===== src/hw/rtl/ci2rs_pkg.sv =====
// ----------------------------------------------------------------------------
// ci2rs_pkg: shared types and constants for the radix string converter
// Digit store depth, status codes and controller/datapath command structs.
// ----------------------------------------------------------------------------
package ci2rs_pkg;

	localparam int unsigned MaxDigits = 64;
	localparam int unsigned DigW      = 6;
	localparam int unsigned CntW      = 7;

	localparam logic [1:0] StatusOk       = 2'd0;
	localparam logic [1:0] StatusInvalid  = 2'd1;
	localparam logic [1:0] StatusRangeErr = 2'd2;

	localparam logic [6:0] CharMinus = 7'h2d;
	localparam logic [6:0] CharZero  = 7'h30;
	localparam logic [6:0] CharAlpha = 7'h57; // 'a' - 10

	// controller -> datapath
	typedef struct packed {
		logic load;      // capture request, start division
		logic div_start; // start a new digit division
		logic emit_load; // load the output register
	} dp_cmd_t;

	// datapath -> controller
	typedef struct packed {
		logic div_busy;
		logic div_done;    // digit division finished this cycle
		logic more_digits; // quotient nonzero and store not full
		logic seq_done;    // current emit item is the last one
		logic emit_ready;  // digit for the current item has been read
	} dp_stat_t;

	function automatic logic [6:0] digit_char(input logic [5:0] d);
		logic [6:0] r;
		r = {1'b0, d};
		if (d <= 6'd9) return CharZero + r;
		return CharAlpha + r;
	endfunction

endpackage


===== src/hw/rtl/ci2rs_ctrl.sv =====
// ----------------------------------------------------------------------------
// ci2rs_ctrl: request sequencer
// Steps a request through capture, digit division and cell write emission.
// ----------------------------------------------------------------------------
module ci2rs_ctrl (
	input  logic                clk,
	input  logic                arst_n,
	input  logic                in_valid,
	output logic                in_ready,
	input  logic                out_ready,
	input  logic                out_full,
	output ci2rs_pkg::dp_cmd_t  cmd,
	input  ci2rs_pkg::dp_stat_t stat
);
	import ci2rs_pkg::*;

	typedef enum logic [3:0] {
		S_IDLE = 4'b0001,
		S_DIV  = 4'b0010,
		S_WAIT = 4'b0100,
		S_EMIT = 4'b1000
	} state_t;

	state_t state_q, state_d;
	logic   emit_ok;

	assign in_ready = (state_q == S_IDLE);
	assign emit_ok  = stat.emit_ready && (!out_full || out_ready);

	always_comb begin
		state_d       = state_q;
		cmd.load      = 1'b0;
		cmd.div_start = 1'b0;
		cmd.emit_load = 1'b0;
		case (state_q)
			S_IDLE: begin
				if (in_valid) begin
					cmd.load = 1'b1;
					state_d  = S_DIV;
				end
			end
			S_DIV: begin
				if (stat.div_done) begin
					if (stat.more_digits) cmd.div_start = 1'b1;
					else state_d = S_EMIT;
				end else if (!stat.div_busy) begin
					// argument errors skip the divider
					state_d = S_EMIT;
				end
			end
			S_WAIT: state_d = S_EMIT;
			S_EMIT: begin
				if (emit_ok) begin
					cmd.emit_load = 1'b1;
					if (stat.seq_done) state_d = S_IDLE;
				end
			end
			default: state_d = S_IDLE;
		endcase
	end

	always_ff @(posedge clk or negedge arst_n) begin
		if (!arst_n) state_q <= S_IDLE;
		else state_q <= state_d;
	end

endmodule


===== src/hw/rtl/ci2rs_dp.sv =====
// ----------------------------------------------------------------------------
// ci2rs_dp: conversion datapath
// Restoring radix divider, digit store and the cell write output register.
// ----------------------------------------------------------------------------
module ci2rs_dp (
	input  logic                clk,
	input  logic                arst_n,
	input  logic [63:0]         value,
	input  logic                buffer_present,
	input  logic [15:0]         buffer_size,
	input  logic [7:0]          radix,
	input  logic                out_ready,
	input  ci2rs_pkg::dp_cmd_t  cmd,
	output ci2rs_pkg::dp_stat_t stat,
	output logic                out_full,
	output logic                write_valid,
	output logic [5:0]          cell_index,
	output logic [6:0]          cell_char,
	output logic                terminate_next,
	output logic [1:0]          status,
	output logic                handler_fired,
	output logic                last
);
	import ci2rs_pkg::*;

	// request mode after capture
	typedef enum logic [2:0] {
		M_SINGLE = 3'b001,
		M_OK     = 3'b010,
		M_RANGE  = 3'b100
	} mode_t;

	logic [63:0] quot_q;   // remaining magnitude / quotient being built
	logic [5:0]  rem_q;
	logic [5:0]  radix_q;
	logic [6:0]  bit_q;    // bits left in current division
	logic        div_busy_q;
	logic [CntW-1:0] ndig_q;
	logic        neg_q;
	logic [15:0] size_q;
	mode_t       mode_q;
	logic [1:0]  single_st_q;
	logic        single_wv_q;
	logic [6:0]  emit_i_q;  // emit item counter
	logic [5:0]  store_mem [MaxDigits];
	logic [5:0]  rd_q;
	logic        rd_ok_q;

	// single-item outcomes from the arguments
	logic        a_neg, a_badarg, a_small, a_badradix;
	assign a_neg      = (radix == 8'd10) && value[63];
	assign a_badarg   = !buffer_present || (buffer_size == 16'd0);
	assign a_small    = buffer_size <= {15'd0, a_neg} + 16'd1;
	assign a_badradix = (radix < 8'd2) || (radix > 8'd36);

	// one restoring step per cycle
	logic [6:0] trial;
	logic       ge;
	assign trial = {rem_q, quot_q[63]};
	assign ge    = trial >= {1'b0, radix_q};

	logic div_done;
	assign div_done = div_busy_q && (bit_q == 7'd1);

	logic [63:0] quot_next;
	assign quot_next = {quot_q[62:0], ge};

	logic [CntW-1:0] ndig_next;
	assign ndig_next = ndig_q + 1'b1;

	always_ff @(posedge clk or negedge arst_n) begin
		if (!arst_n) begin
			div_busy_q <= 1'b0;
			bit_q      <= '0;
			ndig_q     <= '0;
			quot_q     <= '0;
			mode_q     <= M_SINGLE;
		end else begin
			if (cmd.load) begin
				neg_q       <= a_neg;
				size_q      <= buffer_size;
				radix_q     <= radix[5:0];
				ndig_q      <= '0;
				rem_q       <= '0;
				quot_q      <= a_neg ? 64'd0 - value : value;
				single_wv_q <= !a_badarg;
				single_st_q <= (a_badarg || !a_small) ? StatusInvalid : StatusRangeErr;
				if (a_badarg || a_small || a_badradix) begin
					mode_q     <= M_SINGLE;
					div_busy_q <= 1'b0;
				end else begin
					mode_q     <= M_OK;
					div_busy_q <= 1'b1;
					bit_q      <= 7'd64;
				end
			end else if (div_busy_q) begin
				quot_q <= quot_next;
				if (div_done) begin
					// the next digit division starts right away when requested
					div_busy_q <= cmd.div_start;
					bit_q      <= 7'd64;
					rem_q      <= '0;
					ndig_q     <= ndig_next;
					if ({9'd0, {1'b0, neg_q} + ndig_next} + 16'd1 > size_q) mode_q <= M_RANGE;
					else mode_q <= M_OK;
				end else begin
					rem_q <= ge ? 6'(trial - {1'b0, radix_q}) : trial[5:0];
					bit_q <= bit_q - 1'b1;
				end
			end
		end
	end

	// digit store write on each finished division
	logic [5:0] fin_rem;
	assign fin_rem = ge ? 6'(trial - {1'b0, radix_q}) : trial[5:0];
	always_ff @(posedge clk) begin
		if (div_done) store_mem[ndig_q[5:0]] <= fin_rem;
	end

	assign stat.div_busy    = div_busy_q;
	assign stat.div_done    = div_done;
	assign stat.more_digits = (quot_next != 64'd0) && (ndig_next < CntW'(MaxDigits));

	// emission: index of the digit needed by item e, read ahead into a register
	logic [6:0] total;        // items in the sequence
	logic [6:0] e_next;
	logic [6:0] rd_pos;
	logic       rd_valid;
	assign total = (mode_q == M_SINGLE) ? 7'd1 :
		(mode_q == M_OK) ? {6'd0, neg_q} + ndig_q : size_q[6:0];

	// read position for item e: ok mode -> nd-1-(e-neg); range -> e-neg
	function automatic logic [6:0] pos_of(input logic [6:0] e);
		logic [6:0] p;
		p = e - {6'd0, neg_q};
		if (mode_q == M_OK) return ndig_q - 7'd1 - p;
		return p;
	endfunction

	logic emitting_q;
	always_ff @(posedge clk or negedge arst_n) begin
		if (!arst_n) emitting_q <= 1'b0;
		else emitting_q <= !cmd.load && !div_busy_q && !cmd.div_start;
	end

	// prefetch the digit for the current item
	assign e_next   = emitting_q ? emit_i_q : 7'd0;
	assign rd_pos   = pos_of(e_next);
	assign rd_valid = (rd_pos < ndig_q);
	always_ff @(posedge clk) begin
		rd_q    <= store_mem[rd_pos[5:0]];
		rd_ok_q <= rd_valid;
	end

	logic rd_ready_q;
	always_ff @(posedge clk or negedge arst_n) begin
		if (!arst_n) begin
			emit_i_q   <= '0;
			rd_ready_q <= 1'b0;
		end else begin
			if (cmd.load || div_busy_q || cmd.div_start) begin
				emit_i_q   <= '0;
				rd_ready_q <= 1'b0;
			end else if (cmd.emit_load) begin
				emit_i_q   <= emit_i_q + 1'b1;
				rd_ready_q <= 1'b0;
			end else begin
				rd_ready_q <= 1'b1;
			end
		end
	end

	logic is_last;
	assign is_last         = (emit_i_q + 7'd1 == total);
	assign stat.seq_done   = is_last;
	assign stat.emit_ready = rd_ready_q;

	// output register
	logic full_q;
	assign out_full = full_q;
	always_ff @(posedge clk or negedge arst_n) begin
		if (!arst_n) full_q <= 1'b0;
		else if (cmd.emit_load) full_q <= 1'b1;
		else if (out_ready) full_q <= 1'b0;
	end

	logic [5:0] dsel;
	assign dsel = rd_ok_q ? rd_q : 6'd0;
	always_ff @(posedge clk) begin
		if (cmd.emit_load) begin
			last <= is_last;
			case (mode_q)
				M_SINGLE: begin
					write_valid    <= single_wv_q;
					cell_index     <= '0;
					cell_char      <= '0;
					terminate_next <= 1'b0;
					status         <= single_st_q;
					handler_fired  <= 1'b1;
				end
				M_OK: begin
					write_valid    <= 1'b1;
					cell_index     <= emit_i_q[5:0];
					cell_char      <= (neg_q && emit_i_q == 7'd0) ? CharMinus : digit_char(dsel);
					terminate_next <= is_last;
					status         <= StatusOk;
					handler_fired  <= 1'b0;
				end
				default: begin
					write_valid    <= 1'b1;
					cell_index     <= emit_i_q[5:0];
					cell_char      <= (emit_i_q == 7'd0) ? 7'd0 : digit_char(dsel);
					terminate_next <= 1'b0;
					status         <= is_last ? StatusRangeErr : StatusOk;
					handler_fired  <= is_last;
				end
			endcase
		end
	end

endmodule


===== src/hw/rtl/checked_int64_to_radix_string.sv =====
// ----------------------------------------------------------------------------
// checked_int64_to_radix_string: checked 64-bit integer to radix string
// Emits the buffer cell writes for one formatted value per transaction.
// Each digit comes from a restoring divider (one quotient bit a cycle);
// the cell writes are emitted after the last digit. Argument errors skip
// the divider and emit a single item.
// Throughput: one request at a time, next accepted after the last cell write.
// Reset: arst_n clears the sequencer and output valid; digit store is unset.
// ----------------------------------------------------------------------------
module checked_int64_to_radix_string (
	input  logic        clk,
	input  logic        arst_n,
	input  logic        in_valid,
	output logic        in_ready,
	input  logic [63:0] value,
	input  logic        buffer_present,
	input  logic [15:0] buffer_size,
	input  logic [7:0]  radix,
	output logic        out_valid,
	input  logic        out_ready,
	output logic        write_valid,
	output logic [5:0]  cell_index,
	output logic [6:0]  cell_char,
	output logic        terminate_next,
	output logic [1:0]  status,
	output logic        handler_fired,
	output logic        last
);
	import ci2rs_pkg::*;

	dp_cmd_t  cmd;
	dp_stat_t stat;
	logic     out_full;
	logic     valid_q;

	ci2rs_ctrl u_ctrl (
		.clk      (clk),
		.arst_n   (arst_n),
		.in_valid (in_valid),
		.in_ready (in_ready),
		.out_ready(out_ready),
		.out_full (out_full),
		.cmd      (cmd),
		.stat     (stat)
	);

	ci2rs_dp u_dp (
		.clk           (clk),
		.arst_n        (arst_n),
		.value         (value),
		.buffer_present(buffer_present),
		.buffer_size   (buffer_size),
		.radix         (radix),
		.out_ready     (out_ready),
		.cmd           (cmd),
		.stat          (stat),
		.out_full      (out_full),
		.write_valid   (write_valid),
		.cell_index    (cell_index),
		.cell_char     (cell_char),
		.terminate_next(terminate_next),
		.status        (status),
		.handler_fired (handler_fired),
		.last          (last)
	);

	always_ff @(posedge clk or negedge arst_n) begin
		if (!arst_n) valid_q <= 1'b0;
		else if (cmd.emit_load) valid_q <= 1'b1;
		else if (out_ready) valid_q <= 1'b0;
	end
	assign out_valid = valid_q;

endmodule

===== config.mk =====
export PLATFORM = sky130hd
export DESIGN_NAME = checked_int64_to_radix_string
export DESIGN_NICKNAME = d
export VERILOG_FILES = /design/src/hw/rtl/ci2rs_pkg.sv /design/src/hw/rtl/ci2rs_ctrl.sv /design/src/hw/rtl/ci2rs_dp.sv /design/src/hw/rtl/checked_int64_to_radix_string.sv
export SDC_FILE = /design/constraint.sdc
export NUM_CORES = 1
export LEC_CHECK = 0
export BUFFER_PORTS_ARGS = -buffer_cell sky130_fd_sc_hd__buf_4
export CORE_ASPECT_RATIO = 1.25
export CORE_MARGIN = 2
export CORE_UTILIZATION = 55
export CTS_CLUSTER_DIAMETER = 150
export DETAILED_ROUTE_END_ITERATION = 8
export PLACE_DENSITY = 0.72
export REMOVE_ABC_BUFFERS = 1
export SYNTH_ARGS = -nofsm -noshare
export SYNTH_HDL_FRONTEND = slang
export SYNTH_SLANG_ARGS = --single-unit

===== constraint.sdc =====
create_clock -name clk -period 6.4 [get_ports clk]
set_input_delay 1.28 -clock clk [delete_from_list [all_inputs] [get_ports clk]]
set_output_delay 1.28 -clock clk [all_outputs]
set_load 0.02 [all_outputs]

# [Word level (Yosys, flattened, before mapping)]
# Memories as Yosys holds them, arrays and structs flattened. A register that Yosys moved wholly into a read port is not among the register bits.
# Cells that the tools add are included.
[classes] n_addsub=14 magnitude_cmp=8 eq_ne=15 n_mux=66 reduce_logical=34
[op_table] op="two-way mux 64 bit" n=3
[op_table] op="two-way mux 7 bit" n=19
[op_table] op="nonzero test 64 bit" n=1
[op_table] op="subtractor 1 x 64 -> 64 bit, first input constant" n=1
[op_table] op="two-way mux 4 bit" n=6
[op_table] op="two-way mux 6 bit" n=4
[op_table] op="two-way mux 1 bit" n=23
[op_table] op="> comparator 16 bit" n=1
[op_table] op="less-or-equal comparator 16 bit" n=1
[op_table] op="zero test 16 bit" n=1
[op_table] op="one-hot mux 4 bit (4 select lines)" n=1
[op_table] op="adder 1 x 7 -> 7 bit" n=2
[op_table] op="adder 7 x 1 -> 7 bit, second input constant" n=2
[op_table] op="one-hot mux 7 bit (2 select lines)" n=1
[op_table] op="subtractor 7 x 1 -> 7 bit, second input constant" n=2
[op_table] op="two-way mux 3 bit" n=4
[op_table] op="adder 7 x 1 -> 8 bit, second input constant" n=1
[op_table] op="equality test 8 x 4 -> 1 bit, second input constant" n=1
[op_table] op="> comparator 8 x 6 -> 1 bit, second input constant" n=1
[op_table] op="logical OR 1 bit" n=8
[op_table] op="less-than comparator 8 x 2 -> 1 bit, second input constant" n=1
[op_table] op="nonzero test 2 bit" n=4
[op_table] op="adder 6 x 6 -> 7 bit, first input constant" n=1
[op_table] op="adder 7 x 6 -> 7 bit, first input constant" n=1
[op_table] op="other kinds (28)" n=47
[word_totals] reg_bits=148 mem_bits_rw=384 in_bits=93 out_inout_bits=21 wordCells=162 n_memories=1
[mem_list] memory="u_dp.store_mem" depth=64 word_bits=6 rd=1 rd_clocked_by_memory_dff=1 wr=1 line="ci2rs_dp.sv:45" rtl="logic [5:0] store_mem [MaxDigits];"

# [Longest topological paths before layout]
# Gate-level depths: netlist (run 1).
[logic_depth] word_depth=9 mapped_depth=16 mapped_depth_nobuf=15

# [Hierarchy]
# From an unflattened synthesis (run 1), not the netlist that was laid out.
[hier_totals] hier_cells=2060 area_unflattened_um2=25409.4
[modules_own_cells] mod="ci2rs_dp" instances=1 cells_per_inst=2037 area_per_inst_um2=25196.7 seq_area_each_um2=15506.1
[modules_own_cells] mod="ci2rs_ctrl" instances=1 cells_per_inst=20 area_per_inst_um2=176.4 seq_area_each_um2=76.3
[modules_own_cells] mod="checked_int64_to_radix_string" instances=1 cells_per_inst=3 area_per_inst_um2=36.3 seq_area_each_um2=25.0

# [Least setup slack after synthesis (run 1)]
# OpenSTA, ideal clock, no wires.
[synth_path] path_kind="flip-flop to flip-flop" from="register u_dp.rem_q[2]" to="memory u_dp.store_mem[0][2], data pin" setup_ns=0.712 arrival_ns=4.041 t_required_ns=5.688 setup_slack_ns=1.648 stages_incl_launch_ff=8 path_buffers=1 period_less_slack_ns=4.752 path_cell_list="edfxtp_1 -> ha_1 -> nand3_1 -> a21oi_1 -> o41ai_1 -> and2_1 -> clkbuf_1 -> o21ai_0"
[synth_via] elab_chain_len=2
[synth_lines] element="from (decl)" line="ci2rs_dp.sv:34" rtl="logic [5:0] rem_q;"
[synth_lines] element="from (signal assigned)" line="ci2rs_dp.sv:107" rtl="rem_q <= ge ? 6'(trial - {1'b0, radix_q}) : trial[5:0];"
[synth_lines] element=">= comparator 7 x 6 -> 1 bit" line="ci2rs_dp.sv:60" rtl="assign ge = trial >= {1'b0, radix_q};"
[synth_lines] element="two-way mux 6 bit" line="ci2rs_dp.sv:116" rtl="assign fin_rem = ge ? 6'(trial - {1'b0, radix_q}) : trial[5:0];"
[synth_lines] element="net u_dp.fin_rem[2]" line="ci2rs_dp.sv:115" rtl="logic [5:0] fin_rem;"
[synth_lines] element="to (decl)" line="ci2rs_dp.sv:45"
# The timed path passes the listed nets, and every way through them passes these cells.

# [Worst setup path after layout (run 1)]
[layout_path] from="register u_dp.emitting_q" to="register u_dp.rd_q[2] (read register of u_dp.store_mem)"
[layout_via] elab_chain_len=5
[layout_lines] element="from (decl)" line="ci2rs_dp.sv:141" rtl="logic emitting_q;"
[layout_lines] element="from (signal assigned)" line="ci2rs_dp.sv:144" rtl="else emitting_q <= !cmd.load && !div_busy_q && !cmd.div_start;"
[layout_lines] element="two-way mux 7 bit *" line="ci2rs_dp.sv:148" rtl="assign e_next = emitting_q ? emit_i_q : 7'd0;"
[layout_lines] element="subtractor 7 x 1 -> 7 bit *" line="ci2rs_dp.sv:136" rtl="p = e - {6'd0, neg_q};"
[layout_lines] element="subtractor 7 bit" line="ci2rs_dp.sv:137" rtl="if (mode_q == M_OK) return ndig_q - 7'd1 - p;"
[layout_lines] element="two-way mux 7 bit" line="ci2rs_dp.sv:137"
[layout_lines] element="two-way mux 7 bit *" line="ci2rs_dp.sv:138" rtl="return p;"
[layout_lines] element="to (decl)" line="ci2rs_dp.sv:46" rtl="logic [5:0] rd_q;"
# Mark *: on every way between the ends. The rest lies on a longest branch, timed or not. The select of a mux whose other input is x is not followed.
# A chain may end at the register's enable or synchronous reset.

==> results of run 1 <==
[cells in the mapped netlist (3+ instances only)]
master,count,area (µm²)
a211o_1,6,52.55
a211oi_1,34,255.2
a21o_1,10,75.07
a21oi_1,61,305.3
a22o_1,7,61.31
a31oi_1,13,81.33
a32o_1,6,60.06
and2_1,10,62.56
and3_1,8,50.05
buf_1,17,63.81
buf_2,20,100.1
buf_6,3,33.78
clkbuf_1,68,255.2
dfrtp_1,93,2327
dfxtp_1,7,140.1
edfxtp_1,435,13060
ha_1,47,588.1
inv_1,43,161.4
mux2_2,46,518.0
mux2i_1,303,3033
nand2_1,113,424.2
nand2b_1,10,62.56
nand3_1,34,170.2
nand3b_1,4,30.03
nand4_1,11,68.82
nor2_1,142,533.0
nor2b_1,39,244.0
nor3_1,16,80.08
nor3b_1,5,37.54
nor4_1,38,237.7
o211a_1,7,70.07
o211ai_1,9,67.56
o21ai_0,90,450.4
o22ai_1,9,56.30
o31ai_1,20,150.1
o32ai_1,8,70.07
o41ai_1,10,87.58
or2_2,9,56.30
or3_1,10,62.56
or4_1,11,82.58
or4_4,3,33.78
xnor2_1,72,630.6
xor2_1,41,359.1
[state kept, by name (all words and copies together) (netlist names), 7 cells and up]
signal          flops
u_dp.ndig_q         7
u_dp.store_mem    384
u_dp.cell_char      7
u_dp.quot_q        64
u_dp.bit_q          7
u_dp.size_q        16
u_dp.emit_i_q       7
[worst paths after layout]
| kind | to | depth (start not counted) |
|---|---|---|
| max reg2reg | u_dp.rd_q[2] | 13 |
| min in group asynchronous | u_dp.bit_q[3] | 1 |
| min reg2reg | u_dp.bit_q[6] | 1 |
| min | u_dp.bit_q[6] | 1 |
| max in group asynchronous | u_dp.div_busy_q | 2 |
| max | u_dp.rd_q[2] | 13 |
[stage by stage]
step	total power [mW]	worst slack (ns)	cells	hold WS [ns]	instance area, µm²
2_1_floorplan	7.795	-10.96	1884	0.4452	25370
3_3_place_gp	8.545	1.867	2603	0.4631	27230
3_5_place_dp	8.667	1.714	2603	0.4851	27230
4_1_cts	11.44	2.054	2696	0.4955	28760
5_1_grt	11.94	1.691	2696	0.5023	28760
6_report	11.38	2.074	2696	0.4947	28760
[power groups by stage]
stage          Sequential, mW  Combinational [mW]  Clock, mW
4_1_cts                  4.89                3.72       2.83
5_1_grt                  4.93                4.03       2.97
3_5_place_dp             4.96                3.70          0
6_report                 4.89                3.70       2.78
2_1_floorplan            4.90                2.89          0
3_3_place_gp             4.95                3.60          0
[layout make-up]
cell class	instances	area [µm²]	share of cell area [%]
well taps	585	732.0	2.545
inverters	45	168.9	0.5873
clock inverters	27	136.4	0.4742
clock buffers	66	1395	4.851
multi-input cells	1302	9711	33.76
flip-flops and latches	537	15590	54.19
repair buffers	134	1031	3.585
[logic make-up (layout without fill, tap and decap cells)]
family / count (synthesis) / after routing / synth area share (%)
AO/OA/AOI/OAI: 315 / 315 / 8.079
XOR/XNOR: 113 / 113 / 3.833
adder cells (fa/ha/maj): 50 / 50 / 2.472
buffers and inverters: 153 / 272 / 2.409
flip-flops: 537 / 537 / 60.35
multiplexers: 349 / 349 / 13.75
AND/OR/NAND/NOR: 475 / 475 / 9.101
[worst max-delay path, stage by stage, from the launching register on]
cell and delay, ns:
dfrtp_1 0.50, nand2_1 0.13, ha_1 0.27, and2_1 0.19
a311o_1 0.38, ha_1 0.34, a21o_1 0.18, a2111oi_0 0.74
a211oi_4 0.07, buf_4 0.35, nor3_1 0.30, nand2b_1 0.19
o32ai_1 0.45, nor4_1 0.11
[metal layers]
layer,GRT usage (%),vias to the layer above,part of all wire [%]
li1,-,7643,-
met2,40.69,465,51
met5,0,-,0
met3,4.107,116,5.0
met1,29.67,7904,41
met4,9.133,0,3.8
==> impl_metrics.py, run 1 <==
metrics = {
    "pwr": {
        "switching_share_pct": 33.69,
        "power_frac_seq_pct": 43.0,
        "power_switching_mw": 3.832,
        "pwr_density_cell_nw_per_um2": 395.6,
        "internal_power_mw": 7.544,
        "leakage_nw": 10.77,
        "power_frac_comb_pct": 32.5,
        "vdd_drop_max_mv": 0.2933,
        "p_clk_share_pct": 24.4,
    },
    "clocking": {
        "h-tree-depth": 2,
        "cts_tree": "done",
        "cts_root_buf": "clkbuf_16",
        "clkSinkCount": 537,
        "clk_path_buf_depth": 3,
        "cts_made_buffers": 52,
        "post_cts_resized": 0,
        "clock_latency_ns": 0.59,
        "hold_buffers": 0,
        "postCtsSetupBuffers": 0,
        "path_clk_slew_ns": 0.06,
    },
    "floorplan": {
        "initial_core_util_pct": 55.83,
        "die_h_um": 246.2,
        "pin_count": 114,
        "coreArea_um2": 46240,
        "die_area_um2": 48700,
        "die_w_um": 197.8,
        "placementRows": 88,
    },
    "global_route": {
        "grt_pass1_wl_um": 88300,
        "grt_max_degree": 124,
        "antenna_found_initial": 0,
        "grt_use_total_pct": 23.59,
        "grt-ovfl-total": 0,
        "first_global_vias": 16140,
    },
    "worst_setup_path": {
        "critical_path_required_ns": 6.86,
        "critPathMaxFanout": 40,
        "startpoint": "u_dp.emitting_q",
        "ff2ff_setup_slack_ns": 2.07,
        "arrival_ns": 4.78,
        "r2r_start": "u_dp.emitting_q",
        "worst_setup_path_end_kind": "register",
        "startpoint_type": "register",
        "critPathKind": "register to register",
    },
    "timing": {
        "slew_headroom_pct": 16.29,
        "rsz0062_at_grt": "false",
        "final.setup_skew_ns": 0.01206,
        "min_period_ns": 4.326,
        "fmax_mhz": 231.1,
        "hold_viol": 0,
        "drv_slew": 0,
        "worst_pin_slew_ns": 1.246,
        "setup_viol_count_final": 0,
        "fin_tns_setup_ns": 0,
        "period_share_pct": 67.60,
    },
    "route": {
        "drt-pass1-iter-count": 5,
        "detail-route-antenna-nets": 0,
        "vias": 16130,
        "drc": 0,
        "finalWirelength_um": 56750,
        "first_iter_violations": 1226,
        "wl_per_cell_um": 21.05,
        "via_per_inst": 5.982,
    },
    "final_layout": {
        "synthToLayoutAreaGrowth_pct": 11.39,
        "final_common_cell": "edfxtp_1",
        "antenna_cells": 0,
        "layout-drive-gt1-share_pct": 13.41,
        "layout_common_cells": "edfxtp_1 (435), mux2i_1 (302), nor2_1 (142), buf_4 (132), nand2_1 (113)",
        "final_nets": 2214,
        "fin_util_pct": 62.19,
        "fillers": 3560,
    },
    "logic_synthesis": {
        "synthArstFlopShare_pct": 17.69,
        "synthCells": 1992,
        "synth_edf_count": 435,
        "syn_area_um2": 25820,
        "postSynthAreaPerCell_um2": 12.96,
        "synth-seq-cells": 537,
        "yosysWarnings": 0,
        "synth_ff_type": "edfxtp_1",
        "yosysUniqueCellTypes": 75,
        "ys_seq_area_share_pct": 60.35,
    },
    "placement": {
        "gp_congestion": 0.9007,
        "port-buffer-count": 113,
        "place.detailed.hpwl_um": 37930,
    },
    "outcome": {
        "status": "finished clean",
    },
    "min_path": {
        "hp-class": "register to register",
        "min_from": "u_dp.bit_q[6]",
    },
    "flow_run": {
        "cap_violations": 0,
    },
}
(Power assumes the default switching activity.)
==> inputs of run 2 (changes only) <==
PLACE_DENSITY = 0.75   (was 0.72)
clock period = 3.9 ns   (was 6.4 ns; I/O delays follow)
==> run 2 against run 1 <==
Against the previous run:
- power is 71% higher
- final cell count is 1.3% higher
- sequential power is 64% higher
- count of clock-buffer cells in the layout is 5 lower
- largest power group unchanged
==> impl_metrics.py, run 2 (synthesis results as in run 1) <==
metrics = {
    "placement": {
        "port-buffer-count": 113,
        "gp_congestion": 0.8902,
        "place.detailed.hpwl_um": 40930,
        "preCtsSetupSlack_ns": 0.1683,
    },
    "worst_setup_path": {
        "arrival_ns": 4.21,
        "crit_slowest_cell": "a211oi_1",
        "cp_slowest_stage_delay_ns": 0.45,
        "worst_setup_path_end_kind": "register",
        "ff2ff_setup_slack_ns": 0.19,
        "reg2regPathDepth": 13,
        "startpoint_type": "register",
        "crit_chain": "buf_4, ha_1, nand3_1, o32ai_2, or2_2, ha_1, o21ai_0, o21ai_0, o32ai_4, buf_12, a211oi_1, o32ai_1, nor4_1",
        "critPathKind": "register to register",
        "reg2reg_to": "u_dp.rd_q[4]",
        "critPathMaxFanout": 40,
        "r2r_start": "u_dp.neg_q",
        "critical_path_required_ns": 4.40,
    },
    "global_route": {
        "grt-ovfl-total": 0,
        "antenna_found_initial": 0,
        "first_global_vias": 16730,
        "grt_max_degree": 89,
        "grt_pass1_wl_um": 92190,
        "grt_use_total_pct": 24.72,
    },
    "final_layout": {
        "largest_register_ffs": 384,
        "layout-drive-gt1-share_pct": 15.06,
        "fillers": 3466,
        "final_common_cell": "edfxtp_1",
        "antenna_cells": 0,
        "final_nets": 2245,
        "multi_input_area_um2": 9719,
        "layout_common_cells": "edfxtp_1 (435), mux2i_1 (302), buf_4 (157), nor2_1 (142), nand2_1 (113)",
        "regArea_um2": 15590,
        "fin_util_pct": 63.26,
        "synthToLayoutAreaGrowth_pct": 13.31,
    },
    "timing": {
        "min_period_ns": 3.708,
        "period_share_pct": 95.07,
        "layout_setup_ws_ns": 0.1923,
        "slew_headroom_pct": 12.47,
        "worst_pin_slew_ns": 1.308,
        "final.setup_skew_ns": 0.01503,
        "drv_slew": 0,
        "setup_viol_count_final": 0,
        "holdWs_ns": 0.05048,
        "fmax_mhz": 269.7,
        "hold_viol": 0,
    },
    "floorplan": {
        "pin_count": 114,
        "initial_core_util_pct": 55.83,
        "placementRows": 88,
        "die_h_um": 246.2,
        "coreArea_um2": 46240,
        "die_w_um": 197.8,
        "die_area_um2": 48700,
    },
    "route": {
        "drc": 0,
        "first_iter_violations": 1307,
        "drt-pass1-iter-count": 5,
        "finalWirelength_um": 59650,
        "dr_wl_met3_um": 2878,
        "via_per_inst": 6.070,
        "m1WireLength_um": 23520,
        "top_layer_used": "met4",
        "vias": 16570,
        "wl_met2_um": 30260,
        "detail-route-antenna-nets": 0,
        "wl_per_cell_um": 21.85,
    },
    "clocking": {
        "post_cts_resized": 0,
        "clock_latency_ns": 0.60,
        "cts_root_buf": "clkbuf_16",
        "clk_path_buf_depth": 3,
        "cts_tree": "done",
        "path_clk_slew_ns": 0.07,
        "postCtsSetupBuffers": 0,
        "h-tree-depth": 2,
        "clkSinkCount": 537,
        "hold_buffers": 0,
        "cts_made_buffers": 51,
    },
    "outcome": {
        "status": "finished clean",
    },
    "pwr": {
        "vdd_drop_max_mv": 0.4429,
        "pwr_density_cell_nw_per_um2": 663.5,
        "leakage_nw": 11.01,
    },
    "flow_run": {
        "cap_violations": 0,
    },
    "min_path": {
        "hp-class": "input port to async pin",
    },
}
[run 2: layout make-up]
| class | count | area share, % |
|---|---|---|
| well taps | 585 | 2.502 |
| multi-input cells | 1302 | 33.22 |
| inverters | 45 | 0.5774 |
| repair buffers | 166 | 4.615 |
| clock inverters | 34 | 1.210 |
| clock buffers | 61 | 4.598 |
| flip-flops and latches | 537 | 53.28 |
[run 2: worst max-delay path by stage]
stage | start | cells after the start | to
final | u_dp.neg_q | 13 | u_dp.rd_q[4]
after global routing | u_dp.neg_q | 13 | u_dp.rd_q[4]
after CTS | u_dp.emitting_q | 12 | u_dp.rd_q[4]
after detailed placement | u_dp.emitting_q | 12 | u_dp.rd_q[4]
after global placement | radix[2] | 12 | u_dp.bit_q[4]
after floorplan | u_dp.mode_q[1] | 7 | u_dp.rd_q[0]
[run 2: stage by stage]
| stage | total power [mW] | instances | setup TNS (ns) | area [µm²] |
|---|---|---|---|---|
| after floorplan | 12.17 | 1884 | -530.22 | 25370 |
| after global placement | 14.22 | 2635 | 0 | 27540 |
| after detailed placement | 14.44 | 2635 | 0 | 27540 |
| after CTS | 19.46 | 2730 | 0 | 29240 |
| after global routing | 20.24 | 2730 | -0.002159 | 29260 |
| final | 19.41 | 2730 | 0 | 29260 |
[run 2: metal layers]
layer	vias up	track usage, %
met5	-	0
met4	0	12.21
met3	141	3.395
met2	553	43.65
met1	8161	29.72
li1	7717	-
[run 2: power by group]
group,switching [mW],leakage [nW],internal [mW]
combinational,3.91,5.04,2.45
sequential,0.460,5.16,7.56
clock,2.16,0.808,2.88
total,6.53,11.0,12.9
[run 2: worst max-delay path, delay by kind of cell, from the launching register on]
kind                       cells  cell delay, ns
AOI/OAI and AO/OA              6            1.48
and+or+nand+nor                3            0.73
adders and majority gates      2            0.60
DFF                            1            0.39
buffers and inverters          2            0.39
